`src/design/rmq_pkg.sv`:
```
// Shared types, widths and the square root digit step for the matrix to quaternion converter.
`timescale 1ns / 1ps

package rmq_pkg;

    localparam int FRAC_BITS = 14;
    localparam int DATA_W    = 16;
    localparam int LANES     = 4;
    // One plus three elements needs two guard bits; the clamped radicand drops the sign.
    localparam int RAD_W     = DATA_W + 2;
    localparam int RADC_W    = RAD_W - 1;
    localparam int SQ_IN_W   = ((RADC_W + FRAC_BITS + 1) / 2) * 2;
    localparam int ROOT_W    = SQ_IN_W / 2;
    localparam int REM_W     = ROOT_W + 2;
    localparam int MAG_W     = ROOT_W - 1;

    localparam logic signed [RAD_W-1:0] ONE_RAD = RAD_W'(1 << FRAC_BITS);

    typedef logic [RADC_W-1:0] rad_t;
    typedef logic [MAG_W-1:0]  mag_t;

    // Packed so that m00 lands in the lowest bits of the stream word.
    typedef struct packed {
        logic signed [DATA_W-1:0] m22;
        logic signed [DATA_W-1:0] m21;
        logic signed [DATA_W-1:0] m20;
        logic signed [DATA_W-1:0] m12;
        logic signed [DATA_W-1:0] m11;
        logic signed [DATA_W-1:0] m10;
        logic signed [DATA_W-1:0] m02;
        logic signed [DATA_W-1:0] m01;
        logic signed [DATA_W-1:0] m00;
    } mat_t;

    typedef struct packed {
        logic signed [DATA_W-1:0] q_z;
        logic signed [DATA_W-1:0] q_y;
        logic signed [DATA_W-1:0] q_x;
        logic signed [DATA_W-1:0] q_scalar;
    } quat_t;

    // Sign information that travels beside the radicands.
    typedef struct packed {
        logic conv;
        logic neg_x;
        logic neg_y;
        logic neg_z;
    } side_t;

    typedef struct packed {
        logic [SQ_IN_W-1:0] rad;
        logic [REM_W-1:0]   rem;
        logic [ROOT_W-1:0]  root;
    } root_step_t;

    // One digit of the restoring square root: two radicand bits in, one root bit out.
    function automatic root_step_t root_step(input root_step_t s);
        logic [REM_W+1:0] rem_sh;
        logic [REM_W+1:0] trial;
        root_step_t       r;
        rem_sh = {s.rem, s.rad[SQ_IN_W-1 -: 2]};
        trial  = {2'b00, s.root, 2'b01};
        r.rad  = {s.rad[SQ_IN_W-3:0], 2'b00};
        if (rem_sh >= trial)
        begin
            r.rem  = REM_W'(rem_sh - trial);
            r.root = {s.root[ROOT_W-2:0], 1'b1};
        end
        else
        begin
            r.rem  = REM_W'(rem_sh);
            r.root = {s.root[ROOT_W-2:0], 1'b0};
        end
        return r;
    endfunction

endpackage

```
`src/design/rmq_front.sv`:
```
// First stage: forms and clamps the four radicands and the vector sign flags.
`timescale 1ns / 1ps

module rmq_front (
    input  logic                 clk,
    input  logic                 rst_n,
    input  logic                 en,
    input  logic                 in_valid,
    input  rmq_pkg::mat_t        mat,
    input  logic                 conv,
    output logic                 out_valid,
    output rmq_pkg::rad_t        rad [rmq_pkg::LANES],
    output rmq_pkg::side_t       side
);

    logic signed [rmq_pkg::RAD_W-1:0] e00, e11, e22;
    logic signed [rmq_pkg::RAD_W-1:0] r_full [rmq_pkg::LANES];
    rmq_pkg::rad_t                    r_clamp [rmq_pkg::LANES];
    rmq_pkg::side_t                   side_next;
    logic                             valid_reg;
    rmq_pkg::rad_t                    rad_reg [rmq_pkg::LANES];
    rmq_pkg::side_t                   side_reg;

    assign e00 = rmq_pkg::RAD_W'(mat.m00);
    assign e11 = rmq_pkg::RAD_W'(mat.m11);
    assign e22 = rmq_pkg::RAD_W'(mat.m22);

    always_comb
    begin
        r_full[0] =  e00 + e11 + e22 + rmq_pkg::ONE_RAD;
        r_full[1] =  e00 - e11 - e22 + rmq_pkg::ONE_RAD;
        r_full[2] = -e00 + e11 - e22 + rmq_pkg::ONE_RAD;
        r_full[3] = -e00 - e11 + e22 + rmq_pkg::ONE_RAD;
        for (int i = 0; i < rmq_pkg::LANES; i++)
        begin
            // A negative radicand gives a zero component.
            r_clamp[i] = r_full[i][rmq_pkg::RAD_W-1] ? '0 : r_full[i][rmq_pkg::RADC_W-1:0];
        end
        side_next.conv  = conv;
        side_next.neg_x = (mat.m21 < mat.m12);
        side_next.neg_y = (mat.m02 < mat.m20);
        side_next.neg_z = (mat.m10 < mat.m01);
    end

    always_ff @(posedge clk or negedge rst_n)
    begin
        if (!rst_n)
        begin
            valid_reg <= 1'b0;
        end
        else if (en)
        begin
            valid_reg <= in_valid;
        end
    end

    always_ff @(posedge clk)
    begin
        if (en)
        begin
            rad_reg  <= r_clamp;
            side_reg <= side_next;
        end
    end

    assign out_valid = valid_reg;
    assign rad       = rad_reg;
    assign side      = side_reg;

endmodule

```
`src/design/rmq_root_pipe.sv`:
```
// Square root pipeline: one root digit per stage for all four lanes.
`timescale 1ns / 1ps

module rmq_root_pipe (
    input  logic                 clk,
    input  logic                 rst_n,
    input  logic                 en,
    input  logic                 in_valid,
    input  rmq_pkg::rad_t        rad [rmq_pkg::LANES],
    input  rmq_pkg::side_t       in_side,
    output logic                 out_valid,
    output rmq_pkg::mag_t        mag [rmq_pkg::LANES],
    output rmq_pkg::side_t       out_side
);

    // One stage per root bit.
    rmq_pkg::root_step_t        st_reg   [rmq_pkg::ROOT_W][rmq_pkg::LANES];
    rmq_pkg::side_t             side_reg [rmq_pkg::ROOT_W];
    logic [rmq_pkg::ROOT_W-1:0] valid_reg;
    rmq_pkg::root_step_t        seed     [rmq_pkg::LANES];

    always_comb
    begin
        for (int l = 0; l < rmq_pkg::LANES; l++)
        begin
            // Scale the radicand by the fraction bits so the root keeps the same format.
            seed[l].rad  = rmq_pkg::SQ_IN_W'(rad[l]) << rmq_pkg::FRAC_BITS;
            seed[l].rem  = '0;
            seed[l].root = '0;
        end
    end

    always_ff @(posedge clk or negedge rst_n)
    begin
        if (!rst_n)
        begin
            valid_reg <= '0;
        end
        else if (en)
        begin
            valid_reg <= {valid_reg[rmq_pkg::ROOT_W-2:0], in_valid};
        end
    end

    always_ff @(posedge clk)
    begin
        if (en)
        begin
            side_reg[0] <= in_side;
            for (int l = 0; l < rmq_pkg::LANES; l++)
            begin
                st_reg[0][l] <= rmq_pkg::root_step(seed[l]);
            end
            for (int k = 1; k < rmq_pkg::ROOT_W; k++)
            begin
                side_reg[k] <= side_reg[k-1];
                for (int l = 0; l < rmq_pkg::LANES; l++)
                begin
                    st_reg[k][l] <= rmq_pkg::root_step(st_reg[k-1][l]);
                end
            end
        end
    end

    always_comb
    begin
        for (int l = 0; l < rmq_pkg::LANES; l++)
        begin
            // Halving the root drops its lowest bit.
            mag[l] = st_reg[rmq_pkg::ROOT_W-1][l].root[rmq_pkg::ROOT_W-1:1];
        end
    end

    assign out_valid = valid_reg[rmq_pkg::ROOT_W-1];
    assign out_side  = side_reg[rmq_pkg::ROOT_W-1];

endmodule

```
`src/design/rmq_out.sv`:
```
// Output stage: applies the signs and holds results in an output register with a skid entry.
`timescale 1ns / 1ps

module rmq_out (
    input  logic                 clk,
    input  logic                 rst_n,
    input  logic                 in_valid,
    input  rmq_pkg::mag_t        mag [rmq_pkg::LANES],
    input  rmq_pkg::side_t       side,
    output logic                 advance,
    output logic                 m_axis_tvalid,
    input  logic                 m_axis_tready,
    output rmq_pkg::quat_t       q
);

    logic                  flip;
    rmq_pkg::quat_t        q_next;
    rmq_pkg::quat_t        out_reg;
    rmq_pkg::quat_t        skid_reg;
    logic                  out_valid_reg;
    logic                  skid_valid_reg;

    function automatic logic signed [rmq_pkg::DATA_W-1:0] apply_sign(
        input rmq_pkg::mag_t m, input logic neg);
        logic signed [rmq_pkg::DATA_W-1:0] v;
        v = rmq_pkg::DATA_W'(m);
        return neg ? -v : v;
    endfunction

    always_comb
    begin
        // Under the minus convention the three vector signs are flipped; a zero scalar does not flip them.
        flip            = side.conv && (mag[0] != '0);
        q_next.q_scalar = rmq_pkg::DATA_W'(mag[0]);
        q_next.q_x      = apply_sign(mag[1], side.neg_x ^ flip);
        q_next.q_y      = apply_sign(mag[2], side.neg_y ^ flip);
        q_next.q_z      = apply_sign(mag[3], side.neg_z ^ flip);
    end

    always_ff @(posedge clk or negedge rst_n)
    begin
        if (!rst_n)
        begin
            out_valid_reg  <= 1'b0;
            skid_valid_reg <= 1'b0;
        end
        else if (skid_valid_reg)
        begin
            if (m_axis_tready)
            begin
                skid_valid_reg <= 1'b0;
            end
        end
        else if (in_valid)
        begin
            if (out_valid_reg && !m_axis_tready)
            begin
                skid_valid_reg <= 1'b1;
            end
            out_valid_reg <= 1'b1;
        end
        else if (m_axis_tready)
        begin
            out_valid_reg <= 1'b0;
        end
    end

    always_ff @(posedge clk)
    begin
        if (skid_valid_reg)
        begin
            if (m_axis_tready)
            begin
                out_reg <= skid_reg;
            end
        end
        else if (in_valid)
        begin
            if (!out_valid_reg || m_axis_tready)
            begin
                out_reg <= q_next;
            end
            else
            begin
                skid_reg <= q_next;
            end
        end
    end

    assign advance       = !skid_valid_reg;
    assign m_axis_tvalid = out_valid_reg;
    assign q             = out_reg;

endmodule

```
`src/design/rotation_matrix_to_quaternion.sv`:
```
// Top level of the rotation matrix to unit quaternion converter.
//
// The input stream carries one 3x3 rotation matrix per word, nine signed Q1.14
// elements in row-major order with m00 in the lowest bits. The output stream
// carries one quaternion per word: scalar, x, y, z, each signed Q1.14, scalar
// lowest. The scalar part always leaves non-negative.
// A one-bit configuration channel selects the sign convention (0 for plus one,
// 1 for minus one); it is always ready and should be written while no word is
// in flight.
// Throughput is one matrix per clock while the receiver does not stall. A result
// passes through one stage that forms the radicands, sixteen stages that each
// resolve one bit of the square roots, and the output register, whose input
// applies the signs.
// Reset clears all valid flags and sets the convention to plus one.
// When the receiver stalls, the output register holds its word and one further
// word goes into a skid entry; s_axis_tready then drops for as long as that
// entry is full and the whole pipeline holds still.
`timescale 1ns / 1ps

module rotation_matrix_to_quaternion (
    input  logic          clk,
    input  logic          rst_n,
    input  logic          s_axis_tvalid,
    output logic          s_axis_tready,
    // m00, m01, m02, m10, m11, m12, m20, m21, m22 from bit 0 up, 16 bits each
    input  logic [143:0]  s_axis_tdata,
    output logic          m_axis_tvalid,
    input  logic          m_axis_tready,
    // q_scalar, q_x, q_y, q_z from bit 0 up, 16 bits each
    output logic [63:0]   m_axis_tdata,
    input  logic          cfg_valid,
    output logic          cfg_ready,
    input  logic          cfg_data
);

    logic                conv_reg;
    logic                advance;
    logic                front_valid;
    rmq_pkg::rad_t       front_rad [rmq_pkg::LANES];
    rmq_pkg::side_t      front_side;
    logic                root_valid;
    rmq_pkg::mag_t       root_mag [rmq_pkg::LANES];
    rmq_pkg::side_t      root_side;
    rmq_pkg::quat_t      q;

    always_ff @(posedge clk or negedge rst_n)
    begin
        if (!rst_n)
        begin
            conv_reg <= 1'b0;
        end
        else if (cfg_valid && cfg_ready)
        begin
            conv_reg <= cfg_data;
        end
    end

    assign cfg_ready     = 1'b1;
    assign s_axis_tready = advance;

    rmq_front u_front (
        .clk       (clk),
        .rst_n     (rst_n),
        .en        (advance),
        .in_valid  (s_axis_tvalid),
        .mat       (rmq_pkg::mat_t'(s_axis_tdata)),
        .conv      (conv_reg),
        .out_valid (front_valid),
        .rad       (front_rad),
        .side      (front_side)
    );

    rmq_root_pipe u_root (
        .clk       (clk),
        .rst_n     (rst_n),
        .en        (advance),
        .in_valid  (front_valid),
        .rad       (front_rad),
        .in_side   (front_side),
        .out_valid (root_valid),
        .mag       (root_mag),
        .out_side  (root_side)
    );

    rmq_out u_out (
        .clk           (clk),
        .rst_n         (rst_n),
        .in_valid      (root_valid && advance),
        .mag           (root_mag),
        .side          (root_side),
        .advance       (advance),
        .m_axis_tvalid (m_axis_tvalid),
        .m_axis_tready (m_axis_tready),
        .q             (q)
    );

    assign m_axis_tdata = q;

endmodule

```
`config.mk`:
```
export PLATFORM = sky130hd
export DESIGN_NAME = rotation_matrix_to_quaternion
export DESIGN_NICKNAME = d
export VERILOG_FILES = /design/src/design/rmq_pkg.sv /design/src/design/rmq_front.sv /design/src/design/rmq_root_pipe.sv /design/src/design/rmq_out.sv /design/src/design/rotation_matrix_to_quaternion.sv
export SDC_FILE = /design/constraint.sdc
export NUM_CORES = 2
export LEC_CHECK = 0
export ABC_CLOCK_PERIOD_IN_PS = 146500
export BUFFER_PORTS_ARGS = -buffer_cell sky130_fd_sc_hd__clkbuf_2
export CORE_UTILIZATION = 54
export CTS_CLUSTER_SIZE = 16
export DETAILED_ROUTE_END_ITERATION = 7
export GPL_TIMING_DRIVEN = 0
export PLACE_DENSITY = 0.7
export SLEW_MARGIN = 20
export SYNTH_ARGS = -nofsm -noshare
export SYNTH_HDL_FRONTEND = slang
export SYNTH_HIERARCHICAL = 1
export SYNTH_MEMORY_MAX_BITS = 65536
export SYNTH_SLANG_ARGS = --single-unit
```
`constraint.sdc`:
```
create_clock -name clk -period 146.5 [get_ports clk]
set_input_delay 14.65 -clock clk [delete_from_list [all_inputs] [get_ports clk]]
set_output_delay 14.65 -clock clk [all_outputs]
set_load 0.02 [all_outputs]
```
== After elaboration in Yosys (flattened, before gate mapping) ==
Memories as Yosys holds them, arrays and structs flattened.
Cells that the tools add are included.
Widths: inputs -> output; s select.
Storage, ports and cells
  register bits: 219
  bits in writable memories: 4160
  input port bits: 150
  output and inout port bits: 67
  logic and storage cells: 332
  memories: 2
Memories
  u_root.st_reg: depth 16, width 256, rd ports 16, clocked after memory_dff 0, write ports 16, RTL line rmq_root_pipe.sv:17  | rmq_pkg::root_step_t st_reg [rmq_pkg::ROOT_W][rmq_pkg::LANES];
  u_root.side_reg: depth 16, width 4, rd ports 16, clocked after memory_dff 0, write ports 16, RTL line rmq_root_pipe.sv:18  | rmq_pkg::side_t side_reg [rmq_pkg::ROOT_W];
Operators by class
  $add $sub $neg: 80
  magnitude comparators: 67
  equality and inequality tests: 1
  multiplexer cells: 142
  bitwise operators: 5
  reductions and logical operators: 14
Operator list (number)
  $mux 34: 128
  $ge 20x18->1: 60
  $sub 18x18->18: 60
  $mux 64: 4
  $add 18x16->18 const B: 4
  $lt 16x16->1: 3
  $mux 16: 3
  $neg 15->16: 3
  $add 18x16->18: 2
  $sub 18x16->18: 2
  $add 17x16->18: 1
  $neg 16->18: 1
  $sub 17x16->18: 1
  $add 16x16->17: 1
  $sub 16x16->17: 1
  $reduce_bool 15->1: 1
  $sub 1x1->2 const B: 4
  $mux 1: 7
  $reduce_and 3->1: 2
  $reduce_bool 2->1: 3
  $ge 1x1->1 const B: 4
  $logic_and 1x1->1: 3
  $logic_not 1->1: 3
  $xor 1x1->1: 3
  other kinds (4): 5

== Depth between registers and ports, before layout ==
An unclocked memory read counts as a cell.
  depth in word-level cells: 8
  depth in mapped cells: 18
  depth with buffers taken out: 16

== Cells and area by module ==
The synthesis kept the hierarchy.
Modules (own cells, without submodules)
  rmq_root_pipe: instances 1, cells each 6762, area an instance 87062.2 um^2, seq. area each 53971.8 um^2
  rmq_front: instances 1, cells each 980, area an instance 9541.7 um^2, seq. area each 2187.1 um^2
  rmq_out: instances 1, cells each 431, area an instance 6119.6 um^2, seq. area each 3833.7 um^2
  rotation_matrix_to_quaternion: instances 1, cells each 5, area an instance 57.6 um^2, seq. area each 25.0 um^2

== Worst setup path before layout ==
No wires, ideal clock.
  path type: flip-flop to output port
  start point: register u_out.skid_valid_reg
  end point: output port s_axis_tready
  arrival time: 50.705 ns
  required time: 131.850 ns
  slack: 81.145 ns
  stages on the path, launching flop included: 4
  buffers on the path: 2
  cell sequence: dfrtp_1 -> clkbuf_1 -> inv_2 -> buf_1
Between the ends
  longest elaborated chain between the ends: 1
RTL lines
  from (decl): RTL line rmq_out.sv:21  | logic skid_valid_reg;
  from (signal assigned): RTL line rmq_out.sv:45  | skid_valid_reg <= 1'b0;
  from (signal assigned): RTL line rmq_out.sv:51  | skid_valid_reg <= 1'b0;
  from (signal assigned): RTL line rmq_out.sv:58  | skid_valid_reg <= 1'b1;
  $logic_not 1->1: RTL line rmq_out.sv:90  | assign advance = !skid_valid_reg;
  to (decl): RTL line rotation_matrix_to_quaternion.sv:24  | output logic s_axis_tready,
Every way passes these cells.

== Worst setup path in the final report ==
  start point: input port s_axis_tdata[0]
  end point: register u_front.rad_reg, in the netlist u_front/rad[25], data pin
Between the ends
  longest elaborated chain between the ends: 4
RTL lines
  from (decl): RTL line rotation_matrix_to_quaternion.sv:26  | input logic [143:0] s_axis_tdata,
  $neg 16->18: RTL line rmq_front.sv:32  | r_full[2] = -e00 + e11 - e22 + rmq_pkg::ONE_RAD;
  $add 18x16->18: RTL line rmq_front.sv:32
  $sub 18x16->18: RTL line rmq_front.sv:32
  $add 18x16->18: RTL line rmq_front.sv:32
  to (signal assigned): RTL line rmq_front.sv:61  | rad_reg <= r_clamp;
  to (decl): RTL line rmq_front.sv:21  | rmq_pkg::rad_t rad_reg [rmq_pkg::LANES];
Every way passes these cells.
A chain may end at the register's enable or synchronous reset.

==> flow_summary.json <==
{
  "status": "finished, final reports clean",
  "netlist_area_sq_um": 103000,
  "final_common_cell": "edfxtp_1",
  "cts.clk_slew.worst_paths_ns": 0.06,
  "grt_overflow": 0,
  "numCtsBuffers": 203,
  "hold_path.class": "flip-flop to flip-flop",
  "drtIter0Drc": 2995,
  "yosysWarningCount": 6,
  "endpoint_kind": "flip-flop",
  "clk_path_buf_depth": 3,
  "grt_max_degree": 48,
  "final_util_pct": 60.9,
  "synthFlopType": "edfxtp_1",
  "cts.sinks": 2002,
  "initial_core_util_pct": 54.6,
  "criticalPathCategory": "input port to flip-flop",
  "port_buffers": 214,
  "avgSynthCellArea_sq_um": 12.6,
  "maxCapViolCount": 0,
  "place_inst": 11000,
  "period_minus_slack_ns": 19.04,
  "vias": 61300,
  "core_area_sq_um": 188000,
  "largest_reg_flops": 1720,
  "finalSetupViolations": 0,
  "period_share_pct": 13.0,
  "io_pins": 217,
  "route.layer.met1.wl_mm": 71.5,
  "routed_wl_mm": 170,
  "crit_arrival_ns": 19.60,
  "std_cell_rows": 159,
  "leakage_uw": 0.0464,
  "mostFrequentLayoutCells": "1,982 x edfxtp_1, 768 x inv_1, 675 x ha_1, 490 x nor2_1, 416 x nand2_1",
  "gp_routability_congestion": 0.915,
  "final_cells": 11300,
  "startpoint_type": "input port",
  "rsz0062_at_grt": "no",
  "drv_slew": 0,
  "antenna_found_initial": 1,
  "wl_per_cell_microns": 15.0,
  "wl_met3_mm": 5.46,
  "groute.usage.overall_pct": 17.5,
  "place_ws_ns": 126.62,
  "die_y_microns": 438,
  "ir_worst_vdd_mv": 0.0111,
  "seq_area_frac_synth_pct": 58.4,
  "fmax_ghz": 0.0525,
  "grt_pass1_vias": 61500,
  "max_slew_margin_pct": 27.0,
  "finalClockSkew_ns": 0.0436,
  "cts_resized": 0,
  "htreeDepth": 4,
  "die-area_sq_um": 192000,
  "hold_viol_final": 0,
  "firstDrtPassIters": 6,
  "async_reset_ff_share_pct": 0.999,
  "synth.distinct_cells": 99,
  "cts_root_buf": "clkbuf_16",
  "cts_tree": "done",
  "design_area_sq_um": 115000,
  "place_area_sq_um": 108000,
  "dr.max_layer_used": "met5",
  "cp_max_fo": 10,
  "drc": 0,
  "place_hpwl_mm": 127,
  "synth_cells": 8178,
  "postLayoutSetupSlackWorst_ns": 127.46,
  "wl_met2_mm": 86.8,
  "worstPathRequired_ns": 147.06,
  "post-cts-setup-buffers": 0,
  "clkLatencyLatePin_ns": 0.84,
  "grt_pass1_wl_mm": 284,
  "area_delta_synth_final_pct": 11.7,
  "die_w_microns": 438,
  "drive_gt1_share_pct": 10.6,
  "num-nets-final": 9578,
  "ys_ff_latch": 2002,
  "worst_slew_pin_slew_ns": 1.08,
  "power_density_nw_per_um2": 20.7,
  "cts_hold_buf": 0,
  "synth_edf_count": 1982,
  "setup_tns_ns": 0,
  "ant_nets": 0,
  "vias_per_cell": 5.41
}
-- synthesized netlist by cell type (all sizes together) (138+ instances only) --
cell	instances	area [sq um]
inv	769	2890
nand2	416	1560
nor3	210	1060
a21oi	409	2080
mux2	198	2240
xnor2	346	3040
nor2	491	1850
edfxtp	1982	59500
ha	675	8450
xor2	343	3000
o21ai	389	1950
a21o	138	1040
-- power breakdown --
part	total, uW	switching, uW	internal (uW)
logic	774	435	339
registers	1110	124	986
clock network	495	208	288
total	2380	767	1610
-- through the flow --
stage	total power, uW	hold slack, ns
global route	2540	0.394
CTS	2400	0.388
finish	2380	0.393
detailed placement	1890	0.405
floorplan	2090	0.400
global placement	2370	0.400
-- per-layer routing --
| layer | up-vias | GRT usage [%] |
|---|---|---|
| li1 | 31100 | - |
| met1 | 28800 | 20.4 |
| met2 | 1095 | 32.1 |
| met3 | 387 | 2.54 |
| met4 | 2 | 6.71 |
| met5 | - | 0 |
-- area by class of cell --
| cell class | instances | area (sq um) |
|---|---|---|
| diodes | 1 | 2.50 |
| plain buffers | 184 | 968 |
| clock buffers | 255 | 5290 |
| clock inverters | 118 | 1210 |
| fillers | 14100 | 73600 |
| inverters | 773 | 2900 |
| multi-input cells | 5222 | 38900 |
| flip-flops and latches | 2002 | 60000 |
| well taps | 2495 | 3120 |
| repair buffers | 279 | 2390 |
-- critical path: stages --
cell and delay (ns):
clkbuf_2 0.18, nor3_1 0.51, nand2_1 0.21, nor3_1 0.47
nor3b_1 0.29, xnor2_1 0.21, fa_1 0.56, ha_1 0.34
ha_1 0.38, a21o_1 0.20, and2_1 0.20, o31ai_1 0.24
a31oi_1 0.13, xnor2_1 0.60, buf_2 0.33, nor2_1 0.09
-- kinds of logic after synthesis --
group	after synthesis	synth area share (%)
mux	225	2.44
xor+xnor	689	5.88
buf+inv	957	3.76
flops	2002	58.4
simple gates	1998	9.92
compound gates	1541	9.66
other cells	3	0.0110
fa+ha+maj	763	9.93
-- worst paths after layout --
kind	from	endpoint	slack, ns	depth (start not counted)
max in group asynchronous	rst_n	u_root/valid_reg[11]	132.41	1
hold reg to reg	u_root/side_reg[1][0]	u_root/side_reg[1][4]	0.39	0
setup / recovery	s_axis_tdata[0]	u_front/rad[25]	127.46	16
min in group asynchronous	rst_n	u_root/valid_reg[1]	13.76	1
hold / removal	u_root/side_reg[1][0]	u_root/side_reg[1][4]	0.39	0
setup reg to reg	u_out/skid_valid_reg	u_root/st_reg[0][581]	141.75	15
No activity file was read; power rests on OpenSTA's default activity.
